**config.mk**
```make
export PLATFORM = sky130hd
export DESIGN_NAME = skbs_cmp
export DESIGN_NICKNAME = d
export VERILOG_FILES = /design/src/rtl/sorted_key_binary_search_top_macros.svh /design/src/rtl/skbs_pkg.sv /design/src/rtl/skbs_cmp.sv
export SDC_FILE = /design/constraint.sdc
export NUM_CORES = 1
export LEC_CHECK = 0
export BUFFER_PORTS_ARGS = -buffer_cell sky130_fd_sc_hd__buf_4
export CAP_MARGIN = 20
export CORE_MARGIN = 8
export CORE_UTILIZATION = 26
export DETAILED_ROUTE_END_ITERATION = 6
export PLACE_DENSITY_LB_ADDON = 0.1
export SLEW_MARGIN = 25
export SYNTH_ARGS = -nofsm -noshare
export SYNTH_HDL_FRONTEND = slang
export SYNTH_SLANG_ARGS = --single-unit
```
**constraint.sdc**
```tcl
create_clock -name vclk -period 1.4
set_clock_uncertainty 0.15 [all_clocks]
set_input_delay 0 -clock vclk [all_inputs]
set_output_delay 0 -clock vclk [all_outputs]
set_load 0.01 [all_outputs]
```
**src/rtl/sorted_key_binary_search_top_macros.svh**
```systemverilog
// Assertion macros shared by the sorted-key search RTL.
// No dependencies; included by the modules that carry assertions.
`ifndef SORTED_KEY_BINARY_SEARCH_TOP_MACROS_SVH
`define SORTED_KEY_BINARY_SEARCH_TOP_MACROS_SVH

`ifndef NO_ASSERTIONS

// Check a property on every rising clock edge outside reset
`define SKBS_ASSERT_RST(lbl, clk, rst, prop, msg) \
   lbl: assert property (@(posedge clk) disable iff (rst) (prop)) else $error(msg);

// Check a property on every rising clock edge, reset included
`define SKBS_ASSERT_ALWAYS(lbl, clk, prop, msg) \
   lbl: assert property (@(posedge clk) (prop)) else $error(msg);

`else

`define SKBS_ASSERT_RST(lbl, clk, rst, prop, msg)
`define SKBS_ASSERT_ALWAYS(lbl, clk, prop, msg)

`endif

`endif

```
**src/rtl/skbs_pkg.sv**
```systemverilog
// Shared types and constants of the sorted-key search block.
// No dependencies; imported by the top, compare and sequencer modules of the block.
package skbs_pkg;

   // Fixed field widths
   localparam int CNT_W = 11;
   localparam int IDX_W = 10;
   localparam int KEY_PORT_W = 64;

   // Request command codes
   localparam logic CMD_WRITE  = 1'b0;
   localparam logic CMD_SEARCH = 1'b1;

   // Sequencer states
   typedef enum logic [1:0] {
      ST_IDLE,
      ST_PROBE,
      ST_CHECK,
      ST_DONE
   } state_type;

   // Sequencer to datapath controls
   typedef struct packed {
      logic ready;
      logic write_en;
      logic load;
      logic probe;
      logic check;
      logic emit;
   } ctl_type;

   // Datapath to sequencer status
   typedef struct packed {
      logic empty;
      logic hit;
      logic converge;
      logic out_free;
   } sts_type;

   // Key compare result: probe equal to / below the search key
   typedef struct packed {
      logic eq;
      logic lt;
   } cmp_type;

endpackage

```
**src/rtl/skbs_cmp.sv**
```systemverilog
// Shared key compare unit: unsigned magnitude compare of probe and key.
// Depends on skbs_pkg for the compare result type.
module skbs_cmp import skbs_pkg::*; #(
   parameter int KEY_W = 64
) (
   input  logic [KEY_W-1:0] probe_key,
   input  logic [KEY_W-1:0] search_key,
   output cmp_type          result
);

   // Compare packed bytes, top byte first, as unsigned words
   always_comb begin
      result.eq = (probe_key == search_key);
      result.lt = (probe_key < search_key);
   end

endmodule

```
; ---- Yosys cells after proc, flatten, opt, wreduce, memory -nomap -nowiden
; Cells that the tools add are included.
; Widths: inputs -> output; s select.
[op_classes]
magnitude_cmp = 1
eq_ne = 1
[op_table]
columns = op, n
row1 = $eq 64x64->1, 1
row2 = $lt 64x64->1, 1
[word_totals]
regBits = 0
output_inout_bits = 2
wordCells = 2

; ---- Logic depth before layout (Yosys ltp)
[depth]
ltp_word = 1
mapped_depth = 7

; ---- Least setup slack after synthesis
; Ideal clock, no wire load.
[synth_path]
path_kind = input to output
startpoint = input port search_key[60]
endpoint = output port result[0] in the netlist's numbering
t_arrival_ns = 1.311
slack_ns = -0.061
path_stages = 7
path_cell_list = inv_1 > ha_1 > and2_4 > and4_1 > and3_1 > a2bb2oi_2 > nor4_2
[synth_lines]
columns = item, line
row1 = from (decl), skbs_cmp.sv:7  ; input logic [KEY_W-1:0] search_key,
row2 = to (decl), skbs_cmp.sv:8  ; output cmp_type result

==> flow_summary.rst <==
.. list-table::
   :header-rows: 1

   * - Metric
     - Value
   * - Number of global-route vias before repair
     - about 2200
   * - Iteration-0 DRC Markers
     - 16
   * - Fillcell total
     - 627
   * - CP Capture Type
     - output pin
   * - First-pass GRT wire length
     - ~9300 um
   * - Area share of fa/ha/maj cells after synthesis
     - around 47%
   * - I/O Buffers
     - 130
   * - Post-layout power
     - ~0.86 mW
   * - Wirelength per Cell
     - ~12 um
   * - Total core area
     - between 6000 and 7000 sq um
   * - Worst setup endpoint
     - result[0]
   * - Largest area contributor in the synthesized netlist
     - sky130_fd_sc_hd__ha_1
   * - Number of standard-cell rows in the floorplan
     - 29
   * - Main area contributors after synthesis
     - sky130_fd_sc_hd__ha_1 (47%), sky130_fd_sc_hd__inv_1 (15%), sky130_fd_sc_hd__a21oi_1 (6.8%)
   * - Maximum resistive drop on vdd
     - 0.119 mV
   * - Warnings, synthesis
     - 0
   * - Minimum hold slack
     - between 0.4 and 0.5 ns
   * - Number of iterations in the first detailed-routing pass
     - 4
   * - Post-layout worst setup margin
     - -0.341 ns
   * - M2 GR Usage
     - a little over 20%
   * - Share of the clock period used by the worst path
     - 124%
   * - Min cycle time layout
     - 1.74 ns
   * - Antenna diode count
     - 0
   * - Count of final max-slew check failures
     - 0
   * - Most used standard cell by instance count after synthesis
     - sky130_fd_sc_hd__inv_1
   * - Kind of launch point of the worst setup path
     - input pin
   * - Synthesized instance count
     - around 230
   * - Worst slack, placed
     - -0.458 ns
   * - Effective utilization at floorplan
     - 26.8%
   * - Endpoints failing setup
     - 2
   * - Reg area
     - 0 sq um
   * - CP Launch Point
     - probe_key[39]
   * - Vias per std cell
     - 4.47
   * - GRT Resource Usage Total
     - a little over a tenth
   * - Vertical die dimension
     - between 90 and 100 um
   * - Setup repair after global routing missed its margin
     - true
   * - Routed vias
     - a little over 2000
   * - Max capacitance violation total
     - 0
   * - Clk_buf instances
     - 0
   * - Gr busiest metal
     - met2
   * - Failing checks
     - negative setup slack
   * - Required time worst endpoint
     - 1.25 ns
   * - Die width
     - 96.6 um
   * - Sequential cell count of the final layout
     - 0
   * - Class of the worst hold path
     - input pin to output pin
   * - Boundary Pins
     - 130
   * - Ratio of total power to cell area
     - 267 nW/um^2
   * - Pin count of the biggest net entering global routing
     - 5
   * - Leading cell types by count after synthesis
     - sky130_fd_sc_hd__inv_1 (66), sky130_fd_sc_hd__ha_1 (64), sky130_fd_sc_hd__a21oi_1 (23)
   * - Count of unresolved DRC violations after routing
     - 0
   * - Wirelength, routed
     - 5630 um
   * - Layout cell share with drive strength beyond 1
     - between 40% and 50%
   * - Outcome
     - finished, violations left
   * - Leakage power total
     - between 1.5 and 2 nW
   * - Start-to-end type of the worst setup path
     - input pin to output pin
   * - Remaining global-route overflow
     - 0
   * - Antenna violations before repair
     - 0
   * - Net count of the mapped netlist
     - around 430
   * - Main combinational cell family by area after synthesis
     - adder cells
   * - Hold buffer count at cts
     - 0
   * - Arrival time of the worst setup path
     - roughly 1.6 ns
   * - Mean instance size in the synthesized netlist
     - between 7 and 8 sq um
   * - Antenna Violating Nets Remaining
     - 0
   * - Post-synthesis cell type count
     - 33
   * - Simple-gate portion of the synthesized area
     - 18.9%
   * - Met1 track utilization from global routing
     - 12.8%
   * - Count of nets after finishing
     - about 570
   * - Pin slew with the least headroom to its limit
     - approximately 0.28 ns
   * - Placed wire-length estimate
     - approximately 5200 um
   * - Multiplexer share of the synthesized area
     - 0%
   * - Min-delay src
     - probe_key[15]
   * - Die footprint
     - between 9000 and 10000 sq um
   * - Mapped cell area
     - approximately 1700 sq um
   * - Hold Vio Cnt, Final
     - 0
   * - Post-synthesis to final-layout area growth
     - 89.7%
   * - TNS Setup
     - -0.610 ns
   * - Worst slew margin
     - 81.2%
   * - CP max FO
     - 2
   * - Maximum clock rate
     - around 570 MHz
   * - Sequential area share after synthesis
     - 0%
   * - Post-synth top area share
     - between 40 and 50%
   * - Routability Congestion
     - 0.773
   * - Met3 Use GR
     - between 2 and 3%
   * - Synthesized-area fraction occupied by ao, oa, aoi and oai cells
     - 19.0%
   * - XOR/XNOR share of the synthesized area
     - 0%
## power breakdown
part | switching (mW) | total, mW | internal (mW)
sequential | 0 | 0 | 0
clock | 0 | 0 | 0
combinational | 0.334 | 0.857 | 0.523
## final cells by class
type,count,area (sq um),area share (%)
repair buffers,147,1180,36.9
multi-input cells,167,1670,52.0
well taps,77,96.3,3.01
inverters,66,260,8.12
## per-layer routing
layer / wire length (um) / vias up
met1: 2340 / 864
met5: 0 / -
li1: - / 1113
met2: 2850 / 68
met4: 0 / 0
met3: 442 / 0
## per-stage QoR
step | util (%) | cells | instance area [sq um]
after detailed placement | 46.9 | 456 | 2960
final | 50.8 | 457 | 3200
after global placement | 46.9 | 456 | 2960
after global routing | 50.8 | 457 | 3200
after floorplan | - | 233 | 1770
after CTS | 48.7 | 457 | 3080
## repair_timing
item / CTS / global route
setup endpoints to repair: 2 / 2
buffers inserted: 2 / 0
resized for setup: 24 / 26
pin swaps: 10 / 12
## logic make-up after synthesis
logic type / count (synthesis)
buffers and inverters: 66
adders and majority gates: 64
and+or+nand+nor: 54
AOI/OAI and AO/OA: 49
## critical path, stage by stage
cell and delay, ns:
sky130_fd_sc_hd__buf_6 0.10, sky130_fd_sc_hd__ha_4 0.26, sky130_fd_sc_hd__nand4_1 0.14, sky130_fd_sc_hd__buf_4 0.17, sky130_fd_sc_hd__nor4_4 0.31, sky130_fd_sc_hd__and3_4 0.23
sky130_fd_sc_hd__a2bb2oi_2 0.17, sky130_fd_sc_hd__nor4_2 0.07, sky130_fd_sc_hd__buf_4 0.15
## placed cells by master (no fill, tap or decap), drive strengths merged, types with 2 or more instances in the layout
cell / instances
ha: 64
a31oi: 2
nor3: 4
a21oi: 24
a221oi: 3
nand4: 16
buf: 147
nor2: 5
o21ai: 9
nand2: 15
nand3: 5
nor4: 3
a21o: 2
a2bb2oi: 2
inv: 66
## how the worst min path moves through the flow
stage	endpoint	slack (ns)	cells past startpoint
2_1_floorplan	result[0]	0.20	4
3_3_place_gp	result[0]	0.47	6
3_5_place_dp	result[0]	0.48	6
4_1_cts	result[0]	0.47	6
5_1_grt	result[0]	0.52	6
6_report	result[0]	0.44	6
No activity file was read; power rests on OpenSTA's default activity.
