==> src/rtl/sorted_key_binary_search_top_macros.svh <==
// Assertion macros shared by the sorted-key search RTL.
// No dependencies; included by the modules that carry assertions.
`ifndef SORTED_KEY_BINARY_SEARCH_TOP_MACROS_SVH
`define SORTED_KEY_BINARY_SEARCH_TOP_MACROS_SVH

`ifndef NO_ASSERTIONS

// Check a property on every rising clock edge outside reset
`define SKBS_ASSERT_RST(lbl, clk, rst, prop, msg) \
   lbl: assert property (@(posedge clk) disable iff (rst) (prop)) else $error(msg);

// Check a property on every rising clock edge, reset included
`define SKBS_ASSERT_ALWAYS(lbl, clk, prop, msg) \
   lbl: assert property (@(posedge clk) (prop)) else $error(msg);

`else

`define SKBS_ASSERT_RST(lbl, clk, rst, prop, msg)
`define SKBS_ASSERT_ALWAYS(lbl, clk, prop, msg)

`endif

`endif

==> src/rtl/skbs_pkg.sv <==
// Shared types and constants of the sorted-key search block.
// No dependencies; imported by the top, compare and sequencer modules of the block.
package skbs_pkg;

   // Fixed field widths
   localparam int CNT_W = 11;
   localparam int IDX_W = 10;
   localparam int KEY_PORT_W = 64;

   // Request command codes
   localparam logic CMD_WRITE  = 1'b0;
   localparam logic CMD_SEARCH = 1'b1;

   // Sequencer states
   typedef enum logic [1:0] {
      ST_IDLE,
      ST_PROBE,
      ST_CHECK,
      ST_DONE
   } state_type;

   // Sequencer to datapath controls
   typedef struct packed {
      logic ready;
      logic write_en;
      logic load;
      logic probe;
      logic check;
      logic emit;
   } ctl_type;

   // Datapath to sequencer status
   typedef struct packed {
      logic empty;
      logic hit;
      logic converge;
      logic out_free;
   } sts_type;

   // Key compare result: probe equal to / below the search key
   typedef struct packed {
      logic eq;
      logic lt;
   } cmp_type;

endpackage

==> src/rtl/skbs_ctrl.sv <==
// Sequencer of the sorted-key search: accepts items and steps the probes.
// Depends on skbs_pkg and the assertion macro header.
`include "sorted_key_binary_search_top_macros.svh"

module skbs_ctrl import skbs_pkg::*; (
   input  logic    clock,
   input  logic    reset,
   input  logic    req_valid,
   input  logic    req_command,
   input  sts_type sts,
   output ctl_type ctl
);

   state_type state_ff;
   state_type state_in;

   // Next state
   always_comb begin
      state_in = state_ff;
      case (state_ff)
         ST_IDLE: begin
            if (req_valid && (req_command == CMD_SEARCH)) begin
               state_in = sts.empty ? ST_DONE : ST_PROBE;
            end
         end
         ST_PROBE: begin
            state_in = ST_CHECK;
         end
         ST_CHECK: begin
            state_in = (sts.hit || sts.converge) ? ST_DONE : ST_PROBE;
         end
         ST_DONE: begin
            if (sts.out_free) begin
               state_in = ST_IDLE;
            end
         end
         default: begin
            state_in = ST_IDLE;
         end
      endcase
   end

   // State register
   always_ff @(posedge clock) begin
      if (reset) begin
         state_ff <= ST_IDLE;
      end else begin
         state_ff <= state_in;
      end
   end

   // Control outputs
   always_comb begin
      ctl          = '0;
      ctl.ready    = (state_ff == ST_IDLE);
      ctl.write_en = (state_ff == ST_IDLE) && req_valid && (req_command == CMD_WRITE);
      ctl.load     = (state_ff == ST_IDLE) && req_valid && (req_command == CMD_SEARCH);
      ctl.probe    = (state_ff == ST_PROBE);
      ctl.check    = (state_ff == ST_CHECK);
      ctl.emit     = (state_ff == ST_DONE) && sts.out_free;
   end

   // A compare always follows the read it consumes
   `SKBS_ASSERT_RST(a_check_after_probe, clock, reset,
      (state_ff == ST_CHECK) |-> ($past(state_ff) == ST_PROBE),
      "compare without a preceding table read")

   // A result is only issued into a free output register
   `SKBS_ASSERT_RST(a_emit_free, clock, reset,
      ctl.emit |-> sts.out_free,
      "result issued while output register is occupied")

endmodule
==> config.mk <==
export PLATFORM = sky130hd
export DESIGN_NAME = skbs_ctrl
export DESIGN_NICKNAME = d
export VERILOG_FILES = /design/src/rtl/skbs_pkg.sv /design/src/rtl/skbs_ctrl.sv
export VERILOG_INCLUDE_DIRS = /design/src /design/src/rtl
export SDC_FILE = /design/constraint.sdc
export NUM_CORES = 1
export LEC_CHECK = 0
export BUFFER_PORTS_ARGS = -buffer_cell sky130_fd_sc_hd__buf_2
export CORE_AREA = 10 10 47 49
export DETAILED_ROUTE_END_ITERATION = 16
export DIE_AREA = 0 0 57 59
export GPL_TIMING_DRIVEN = 0
export HOLD_SLACK_MARGIN = 0.02
export PLACE_DENSITY_LB_ADDON = 0.05
export SKIP_LAST_GASP = 1
export SYNTH_ARGS = -nofsm -noshare
export SYNTH_HDL_FRONTEND = slang
export SYNTH_SLANG_ARGS = --single-unit
==> constraint.sdc <==
create_clock -name clock -period 1.1 [get_ports clock]
set_input_delay 0.055 -clock clock [delete_from_list [all_inputs] [get_ports clock]]
set_output_delay 0.055 -clock clock [all_outputs]
set_load 0.01 [all_outputs]
# After elaboration in Yosys (flattened, before gate mapping)
# Index checks and enable logic that the tools add are counted.
[classes]
reduce_logical = 8
mux = 5
n_bitwise = 1
n_eq_ne = 5
[op_table]
columns = ["operator", "n"]
rows = [
  ["$mux W2", 4],
  ["$pmux W2 S4", 1],
  ["$logic_and A1 B1 Y1", 5],
  ["$eq A2 B2 Y1 const B", 2],
  ["$eq A2 B1 Y1 const B", 1],
  ["$logic_not A2 Y1", 1],
  ["$ne A2 B1 Y1 const B", 1],
  ["$ne A2 B2 Y1 const B", 1],
  ["$reduce_and A2 Y1", 1],
  ["$logic_or A1 B1 Y1", 1],
  ["$not A1 Y1", 1],
]
[word_totals]
in_bits = 8
word_cells = 20
out_inout_bits = 6
ff_bits = 2

# Depth between registers and ports, before layout
# Gate-level depths: netlist (run 1).
[depth]
ltp_word = 3
mapped_depth = 2
mapped_depth_nobuf = 2

# Worst setup path after synthesis (run 1)
# No wires, ideal clock.
[synth_path]
path_kind = "reg2reg"
start = "register state_ff[0]"
end = "register state_ff[1]"
required_time_ps = 997
synth_period_minus_slack_ps = 922
slack_ps = 178
path_stages_with_launch = 3
setup_ps = 103
t_arrival_ps = 819
path_buffers = 0
cell_sequence = "dfxtp_1 -> and3_4 -> a2111oi_2"
[synth_between]
elab_chain_cells = 3
word_cells_on_any_way = 8
classes_between = "5 x eq/ne; 1 x mux; 2 x reduce/logical"
[synth_lines]
columns = ["element", "line", "text"]
rows = [
  ["from (decl)", "skbs_ctrl.sv:14", "state_type state_ff;"],
  ["from (signal assigned)", "skbs_ctrl.sv:48", "state_ff <= state_in;"],
  ["$eq A2 B2 Y1 or $logic_not A2 Y1 (tied branches)", "skbs_ctrl.sv:20", "case (state_ff)"],
  ["$ne A2 B2 Y1 (no source line) or $ne A2 B1 Y1 (tied branches)", "n/a", ""],
  ["$reduce_and A2 Y1 (no source line)", "n/a", ""],
]
# Parallel ways exist; a longest one is shown, timed or not.
# A chain may end at the register's enable or synchronous reset.

==> reports/results.tsv, run 1 <==
metric	value	unit
all-layer global routing usage	3.45	%
latest clock arrival within the worst-skew pair	0.22	ns
cts bufs inserted	3	
fin util	19.2	%
Sink Count	2	
Root Driver	clkbuf_4	
initial drt markers	0	
Total Wirelength	555	um
hold path startpoint	sts[3]	
worst hold endpoint	state_ff[1]$_SDFFE_PP0P_	
Reg2Reg Setup Slack	0.11	ns
Clock Path Buffers	2	
Critical R2R Launch	state_ff[0]$_SDFFE_PP0P_	
Final Setup Violations	0	
Mapped Area	135	um2
area delta synth->final	99.1	%
Core ar.	1400	um2
CTS clk-pin slew, worst paths	0.03	ns
CP Data Required Time	1.04	ns
hold-critical path depth	3	
Placed Cells	43	
Top Ports	14	
global-route wire length before repair	897	um
clock skew	0.000742	ns
status	finished clean	
First-pass DRT Iterations	1	
Power Internal	0.253	mW
initial antenna violation count	0	
post-layout net count	41	
combinational share of power	25.7	%
CP startpoint	state_ff[1]$_SDFFE_PP0P_	
Die Area	3360	um2
Switching Fraction	26.6	%
max_cap viols	0	
Die X	57	um
Startpoint Class	flop	
final setup TNS	0	ns
grt ovf	0	
DR vias/cell	3.83	
Synth Register Bits	2	
Routed Antenna Nets	0	
Cell variety after synth	12	
worst r2r dst	state_ff[1]$_SDFFE_PP0P_	
Slew HR	77.1	%
final instance area	269	um2
fin. max-slew vios	0	
worst-case reg-to-reg path depth	2	
Final Hold Viols	0	
Worst Tran Pin Value	0.339	ns
share of cells above drive strength 1	74.2	%
Power Density	1280	nW/um2
P_leak	0.128	nW
Post-Syn Nets	22	
largest net degree at the start of global routing	9	
Seq/Total Area, Yosys	29.6	%
std cell rows	14	
switching power	0.0914	mW
routed vias	180	
Non-Filler Instances	47	
Chip Height	59	um
Tmin final	1.05	ns
Biggest register	state_ff	
TritonCTS clock tree	built	
Largest regs	state_ff x2	
FILL cells	178	
synthesized instance count	14	
Seq pwr share	29.3	%
Hold Crit Class	in -> reg	
final worst path period share	95.4	%
Total Power	0.344	mW
DRC	0	
routed len/inst	11.8	um
port buffer count	13	
critical path type	reg -> out	
RSZ-0062 raised after global routing	true	
Ant. Diodes	0	
Initial Util	9.64	%
Ys Warns	0	
post-synthesis average cell area	9.65	um2
Clock power frac	45.0	%
max reg flops	2	
Max Freq	0.952	GHz
WP data arrival	0.99	ns
vias in the first global route	199	
H-tree Lvls	1	
VDD IR max	0.340	mV
Critical Path End Type	primary output	
GP Congestion	0.606	
Max FO, Critical Path	7	
Area after DPL	220	um2
cell usage in the layout (no fill, tap or decap):
cell type | Yosys | routed
and2b_1 | 1 | 1
nor4b_2 | 0 | 1
dlygate4sd3_1 | 0 | 1
clkbuf_4 | 0 | 3
a21oi_1 | 1 | 1
nor4b_1 | 2 | 1
a2111oi_2 | 1 | 1
dfxtp_2 | 0 | 2
buf_2 | 0 | 13
nor2b_1 | 1 | 1
a21bo_2 | 1 | 1
and3_1 | 1 | 1
nand3_1 | 1 | 1
and3_4 | 1 | 1
nand3b_1 | 1 | 1
nor2_4 | 0 | 1
critical path, cell delays in order, from the launching register on:
cell,delay [ns]
dfxtp_2,0.35
nor4b_2,0.26
buf_2,0.17
area by class of cell:
type                    instances  area (um2)  area share (%)
multi-input cells              12         109            40.5
repair buffers                 14        75.1            27.9
flip-flops and latches          2        42.5            15.8
clock buffers                   3        22.5            8.37
well taps                      16        20.0            7.44
worst max path at each step:
| stage | end | slack, ns |
|---|---|---|
| floorplan | state_ff[1]$_SDFFE_PP0P_ | 0.18 |
| global placement | state_ff[1]$_SDFFE_PP0P_ | 0.08 |
| detailed placement | state_ff[1]$_SDFFE_PP0P_ | 0.09 |
| CTS | ctl[4] | -0.003 |
| global route | ctl[3] | -0.008 |
| finish | ctl[4] | 0.05 |
layer usage:
| metal | track usage (%) | wire length, um | up-vias |
|---|---|---|---|
| met4 | 2.01 | 0 | 0 |
| met1 | 3.79 | 223 | 82 |
| li1 | - | - | 91 |
| met3 | 1.93 | 59 | 0 |
| met5 | 0 | 0 | - |
| met2 | 5.12 | 273 | 7 |
cells in the mapped netlist, drive strengths merged:
| master | number | area, um2 |
|---|---|---|
| and2b | 1 | 7.51 |
| a21bo | 1 | 10.0 |
| nand3b | 1 | 7.51 |
| nand3 | 1 | 5.00 |
| nor2b | 1 | 6.26 |
| dfxtp | 2 | 40.0 |
| and3 | 2 | 17.5 |
| nor4b | 2 | 17.5 |
| a2111oi | 1 | 15.0 |
| nor2 | 1 | 3.75 |
| a21oi | 1 | 5.00 |
per-stage QoR:
step                setup slack (ns)  hold WS, ns
finish                        0.0501        0.132
global route                -0.00781        0.148
CTS                         -0.00323        0.130
detailed placement            0.0881        0.252
global placement              0.0827        0.250
floorplan                      0.178        0.124
cells by family (layout without fill, tap and decap cells):
kind of cell	count (synthesis)	count (layout)	share of synthesized area [%]
flops	2	2	29.6
buf+inv	0	17	0
simple gates	9	9	48.2
compound gates	3	3	22.2
what timing repair did:
item | in CTS | in global routing
hold endpoints to repair | 2 | 0
gates resized for setup | 3 | 2
hold buffers | 1 | 0
buffers inserted | 0 | 0
endpoints found under the setup margin | 2 | 2
power by group through the flow:
stage / Clock (mW) / Combinational (mW) / Sequential (mW)
global route: 0.165 / 0.0971 / 0.104
global placement: 0 / 0.0833 / 0.0953
floorplan: 0 / 0.0439 / 0.0904
finish: 0.155 / 0.0883 / 0.101
CTS: 0.166 / 0.0874 / 0.0978
detailed placement: 0 / 0.0834 / 0.0958
No activity file was read; power rests on OpenSTA's default activity.
==> run 2: changes to the inputs <==
==> constraint.sdc (replaced) <==
create_clock -name clock -period 0.9 [get_ports clock]
set_input_delay 0.045 -clock clock [delete_from_list [all_inputs] [get_ports clock]]
set_output_delay 0.045 -clock clock [all_outputs]
set_load 0.01 [all_outputs]
==> reports/results.tsv, run 2 (same netlist as run 1, synthesis figures left out) <==
metric	value	unit	change
Max FO, Critical Path	7		unchanged
all-layer global routing usage	3.80	%	+0.34 points
Final Hold Viols	0		unchanged
CP Data Required Time	0.85	ns	-0.19 ns
final setup TNS	-0.459	ns	-0.459 ns
most frequent cells in the layout	buf_2, clkbuf_4, dfxtp_4		
std cell rows	14		unchanged
final instance area	297	um2	+10%
latest clock arrival within the worst-skew pair	0.22	ns	about the same
Sink Count	2		unchanged
CTS clk-pin slew, worst paths	0.03	ns	about the same
Non-Filler Instances	48		+2.1%
failing checks	setup timing		
Hold Crit Class	in -> reg		
area delta synth->final	119	%	
vias in the first global route	198		-0.50%
most common cell after layout, fill and taps aside	buf_2		
GP Congestion	0.596		-1.7%
fin. max-slew vios	0		unchanged
initial antenna violation count	0		unchanged
Critical Path End Type	primary output		
Ant. Diodes	0		unchanged
Total Wirelength	571	um	+2.9%
Root Driver	clkbuf_4		
Top Ports	14		unchanged
routed len/inst	11.9	um	+0.74%
VDD IR max	0.434	mV	+28%
Area after DPL	221	um2	+0.57%
cts bufs inserted	3		unchanged
clock skew	0.00358	ns	+0.00284 ns
DRC	0		unchanged
Largest regs	state_ff x2		
H-tree Lvls	1		unchanged
port buffer count	13		unchanged
Die X	57	um	unchanged
final setup margin	-0.126	ns	-0.176 ns
Clock Path Buffers	2		unchanged
Die Area	3360	um2	unchanged
Max Freq	0.975	GHz	
RSZ-0062 raised after global routing	true		
max reg flops	2		unchanged
final worst path period share	114	%	
Worst Tran Pin Value	0.358	ns	+0.0184 ns
P_leak	0.139	nW	+8.4%
largest net degree at the start of global routing	9		unchanged
Slew HR	75.8	%	-1.2 points
Routed Antenna Nets	0		unchanged
Core ar.	1400	um2	unchanged
Final Setup Violations	6		+6
routed vias	181		+0.56%
Startpoint Class	flop		
global-route wire length before repair	931	um	+3.8%
Total Power	0.442	mW	+28%
First-pass DRT Iterations	2		+1
Tmin final	1.03	ns	
initial drt markers	1		+1
Chip Height	59	um	unchanged
share of cells above drive strength 1	75.0	%	+0.81 points
Placed Cells	43		unchanged
grt ovf	0		unchanged
Initial Util	9.64	%	unchanged
post-layout net count	42		+2.4%
Placement Setup Slack	-0.0923	ns	-0.180 ns
WP data arrival	0.98	ns	about the same
DR vias/cell	3.77		-1.5%
Power Density	1490	nW/um2	+17%
status	finished, violations left		
critical path type	reg -> out		
Biggest register	state_ff		
TritonCTS clock tree	built		
max_cap viols	0		unchanged
## run 2: cell count changes in the layout (fill, tap and decap cells not counted), sizes merged
cell  previous run  this run
buf             13        14
## run 2: worst paths after layout
path / from / endpoint / slack [ns] / cells past startpoint
setup reg to reg: state_ff[1]$_SDFFE_PP0P_ / state_ff[1]$_SDFFE_PP0P_ / -0.06 / 3
hold / removal: sts[3] / state_ff[1]$_SDFFE_PP0P_ / 0.11 / 3
setup / recovery: state_ff[1]$_SDFFE_PP0P_ / ctl[4] / -0.13 / 2
hold reg to reg: state_ff[0]$_SDFFE_PP0P_ / state_ff[0]$_SDFFE_PP0P_ / 0.63 / 2
## run 2: through the flow
stage          util, %  hold WS [ns]
3_3_place_gp      15.8         0.232
6_report          21.2         0.106
5_1_grt           21.2         0.121
3_5_place_dp      15.8         0.226
4_1_cts           20.5         0.104
2_1_floorplan        -         0.107
## run 2: repair_timing
item | in CTS | in global routing
gates resized for setup | 7 | 1
pin swaps | 2 | 3
setup endpoints to repair | 7 | 7
hold endpoints to repair | 2 | 0
hold buffers | 1 | 0
setup buffers | 1 | 0
## run 2: cell type report
| cell class | count | area [um2] |
|---|---|---|
| timing repair buffer | 15 | 88.8 |
| multi-input combinational | 12 | 118 |
| tap | 16 | 20.0 |
| clock buffer | 3 | 22.5 |
| sequential | 2 | 47.5 |
| fill | 172 | 1100 |
## run 2: power breakdown
group / total, mW / internal, mW / switching, mW
Sequential: 0.124 / 0.0999 / 0.0246
Combinational: 0.123 / 0.0747 / 0.0488
Clock: 0.194 / 0.147 / 0.0473
Total: 0.442 / 0.321 / 0.121
## run 2: critical path, stage by stage, from the launching register on
cell and delay, ns:
dfxtp_4 0.36, nor4b_4 0.23, buf_2 0.16
## run 2: metal layers
layer | global-route usage (%) | routed length, um
met1 | 3.66 | 219
met2 | 5.43 | 289
met3 | 3.43 | 63
met4 | 2.01 | 0
met5 | 0 | 0
==> run 3: changes to the inputs <==
--- a/config.mk
+++ b/config.mk
@@ -7,12 +7,14 @@
 export NUM_CORES = 1
 export LEC_CHECK = 0
 export BUFFER_PORTS_ARGS = -buffer_cell sky130_fd_sc_hd__buf_2
+export CELL_PAD_IN_SITES_DETAIL_PLACEMENT = 0
+export CELL_PAD_IN_SITES_GLOBAL_PLACEMENT = 1
 export CORE_AREA = 10 10 47 49
 export DETAILED_ROUTE_END_ITERATION = 16
 export DIE_AREA = 0 0 57 59
 export GPL_TIMING_DRIVEN = 0
 export HOLD_SLACK_MARGIN = 0.02
-export PLACE_DENSITY_LB_ADDON = 0.05
+export PLACE_DENSITY = 0.46
 export SKIP_LAST_GASP = 1
 export SYNTH_ARGS = -nofsm -noshare
 export SYNTH_HDL_FRONTEND = slang
==> reports/results.tsv, run 3 (same netlist as run 1, synthesis figures left out) <==
metric	value	unit	change
Core ar.	1400	um2	unchanged
latest clock arrival within the worst-skew pair	0.22	ns	about the same
Total Power	0.493	mW	+11%
GR peak layer	met1		
Placed Cells	43		unchanged
GP Congestion	0.745		+25%
switching power	0.136	mW	+13%
Critical Path End Type	primary output		
Area after DPL	221	um2	unchanged
global-route wire length before repair	945	um	+1.5%
max reg flops	2		unchanged
CP Data Required Time	0.85	ns	about the same
port buffer count	13		unchanged
critical path's slowest cell	dfxtp_4		
routed len/inst	12.4	um	+4.1%
initial antenna violation count	0		unchanged
worst r2r dst	state_ff[1]$_SDFFE_PP0P_		
hold path startpoint	sts[3]		
Non-Filler Instances	50		+4.2%
Seq pwr share	25.0	%	-3.2 points
Max Freq	0.960	GHz	-1.5%
Max FO, Critical Path	7		unchanged
Clock power frac	39.4	%	-4.5 points
critical path type	reg -> out		
FILL cells	172		unchanged
Final Setup Violations	8		+2
Biggest register	state_ff		
share of cells above drive strength 1	85.3	%	+10 points
cts bufs inserted	3		unchanged
Power Density	1400	nW/um2	-6.0%
Final Hold Viols	0		unchanged
Sink Count	2		unchanged
failing checks	setup timing		
Power Internal	0.356	mW	+11%
P_leak	0.157	nW	+13%
worst hold endpoint	state_ff[1]$_SDFFE_PP0P_		
Crit path largest cell delay	0.36	ns	about the same
VDD IR max	0.373	mV	-14%
clock skew	0.00100	ns	-0.00258 ns
worst-case reg-to-reg path depth	4		+1
area delta synth->final	160	%	
Die Area	3360	um2	unchanged
critical-path cell list	nor4b_4 > buf_2		
grt ovf	0		unchanged
Top Ports	14		unchanged
Clock Path Buffers	2		unchanged
met1 usage	4.86	%	+1.2 points
Startpoint Class	flop		
Largest regs	state_ff x2		
RSZ-0062 raised after global routing	true		
Reg2Reg Setup Slack	-0.11	ns	-0.05 ns
Routed Antenna Nets	0		unchanged
final instance area	352	um2	+19%
Slew HR	84.4	%	+8.5 points
WP depth	2		unchanged
Hold Crit Class	in -> reg		
Chip Height	59	um	unchanged
hold-critical path depth	3		unchanged
combinational share of power	35.6	%	+7.7 points
CP top delay family	flip-flops		
final worst path period share	116	%	+1.8 points
Ant. Diodes	0		unchanged
Worst Tran Pin Value	0.234	ns	-0.124 ns
TritonCTS clock tree	built		
Total Wirelength	619	um	+8.4%
fin. max-slew vios	0		unchanged
fin util	25.1	%	+3.9 points
DR vias/cell	3.92		+4.0%
most frequent cells in the layout	buf_2, buf_6, clkbuf_4		
vias in the first global route	209		+5.6%
Root Driver	clkbuf_4		
most common cell after layout, fill and taps aside	buf_2		
met2 Track Usage GR	3.26	%	-2.2 points
largest net degree at the start of global routing	8		-1
Critical R2R Launch	state_ff[0]$_SDFFE_PP0P_		
final setup margin	-0.142	ns	-0.0159 ns
Die X	57	um	unchanged
Tmin final	1.04	ns	+0.0159 ns
First-pass DRT Iterations	1		-1
all-layer global routing usage	3.80	%	+0.0049 points
Switching Fraction	27.7	%	+0.40 points
buffers and inverters on the worst path	1		unchanged
post-layout net count	44		+4.8%
routed vias	196		+8.3%
CTS clk-pin slew, worst paths	0.03	ns	about the same
H-tree Lvls	1		unchanged
DRC	0		unchanged
WP data arrival	1.00	ns	+0.02 ns
initial drt markers	0		-1
status	finished, violations left		
max_cap viols	0		unchanged
Initial Util	9.64	%	unchanged
met3 Use GR	3.00	%	-0.43 points
std cell rows	14		unchanged
Final Hold Slack	0.113	ns	+0.00661 ns
run 3: per-stage QoR:
stage | setup slack (ns) | setup TNS [ns]
after floorplan | 0.00921 | 0
after global placement | -0.0208 | -0.0257
after detailed placement | -0.0305 | -0.0553
after CTS | -0.174 | -0.566
after global routing | -0.205 | -0.998
final | -0.142 | -0.667
run 3: timing repair:
item,CTS,global route
endpoints found under the hold margin,2,0
resized for setup,7,10
pin swaps,3,3
setup endpoints to repair,7,8
hold buffers,1,0
buffers inserted,1,2
run 3: cell type report:
class	instances	area, um2	area share, %
Sequential cell	2	47.5	13.5
Tap cell	16	20.0	5.69
Multi-Input combinational cell	12	141	40.2
Timing Repair Buffer	17	120	34.2
Clock buffer	3	22.5	6.41
run 3: metal layers:
layer / up-vias / share of wire [%]
li1: 95 / -
met1: 87 / 53
met2: 14 / 31
met3: 0 / 16
met4: 0 / 0
met5: - / 0
run 3: worst max-delay path by stage:
stage,start,to,slack (ns)
6_report,state_ff[0]$_SDFFE_PP0P_,ctl[4],-0.14
5_1_grt,state_ff[0]$_SDFFE_PP0P_,ctl[4],-0.20
4_1_cts,state_ff[0]$_SDFFE_PP0P_,ctl[4],-0.17
3_5_place_dp,state_ff[1]$_SDFFE_PP0P_,ctl[3],-0.03
3_3_place_gp,state_ff[1]$_SDFFE_PP0P_,state_ff[1]$_SDFFE_PP0P_,-0.02
2_1_floorplan,state_ff[1]$_SDFFE_PP0P_,ctl[3],0.009
run 3: worst min-delay path, stage by stage:
cell and delay, ns:
buf_2 0.09, nand3_1 0.08, a2111oi_2 0.07
run 3: power by group through the flow:
stage / clock network, mW / logic [mW] / registers [mW]
CTS: 0.211 / 0.126 / 0.120
floorplan: 0 / 0.0539 / 0.111
finish: 0.194 / 0.175 / 0.123
global route: 0.204 / 0.191 / 0.127
detailed placement: 0 / 0.102 / 0.115
global placement: 0 / 0.101 / 0.114
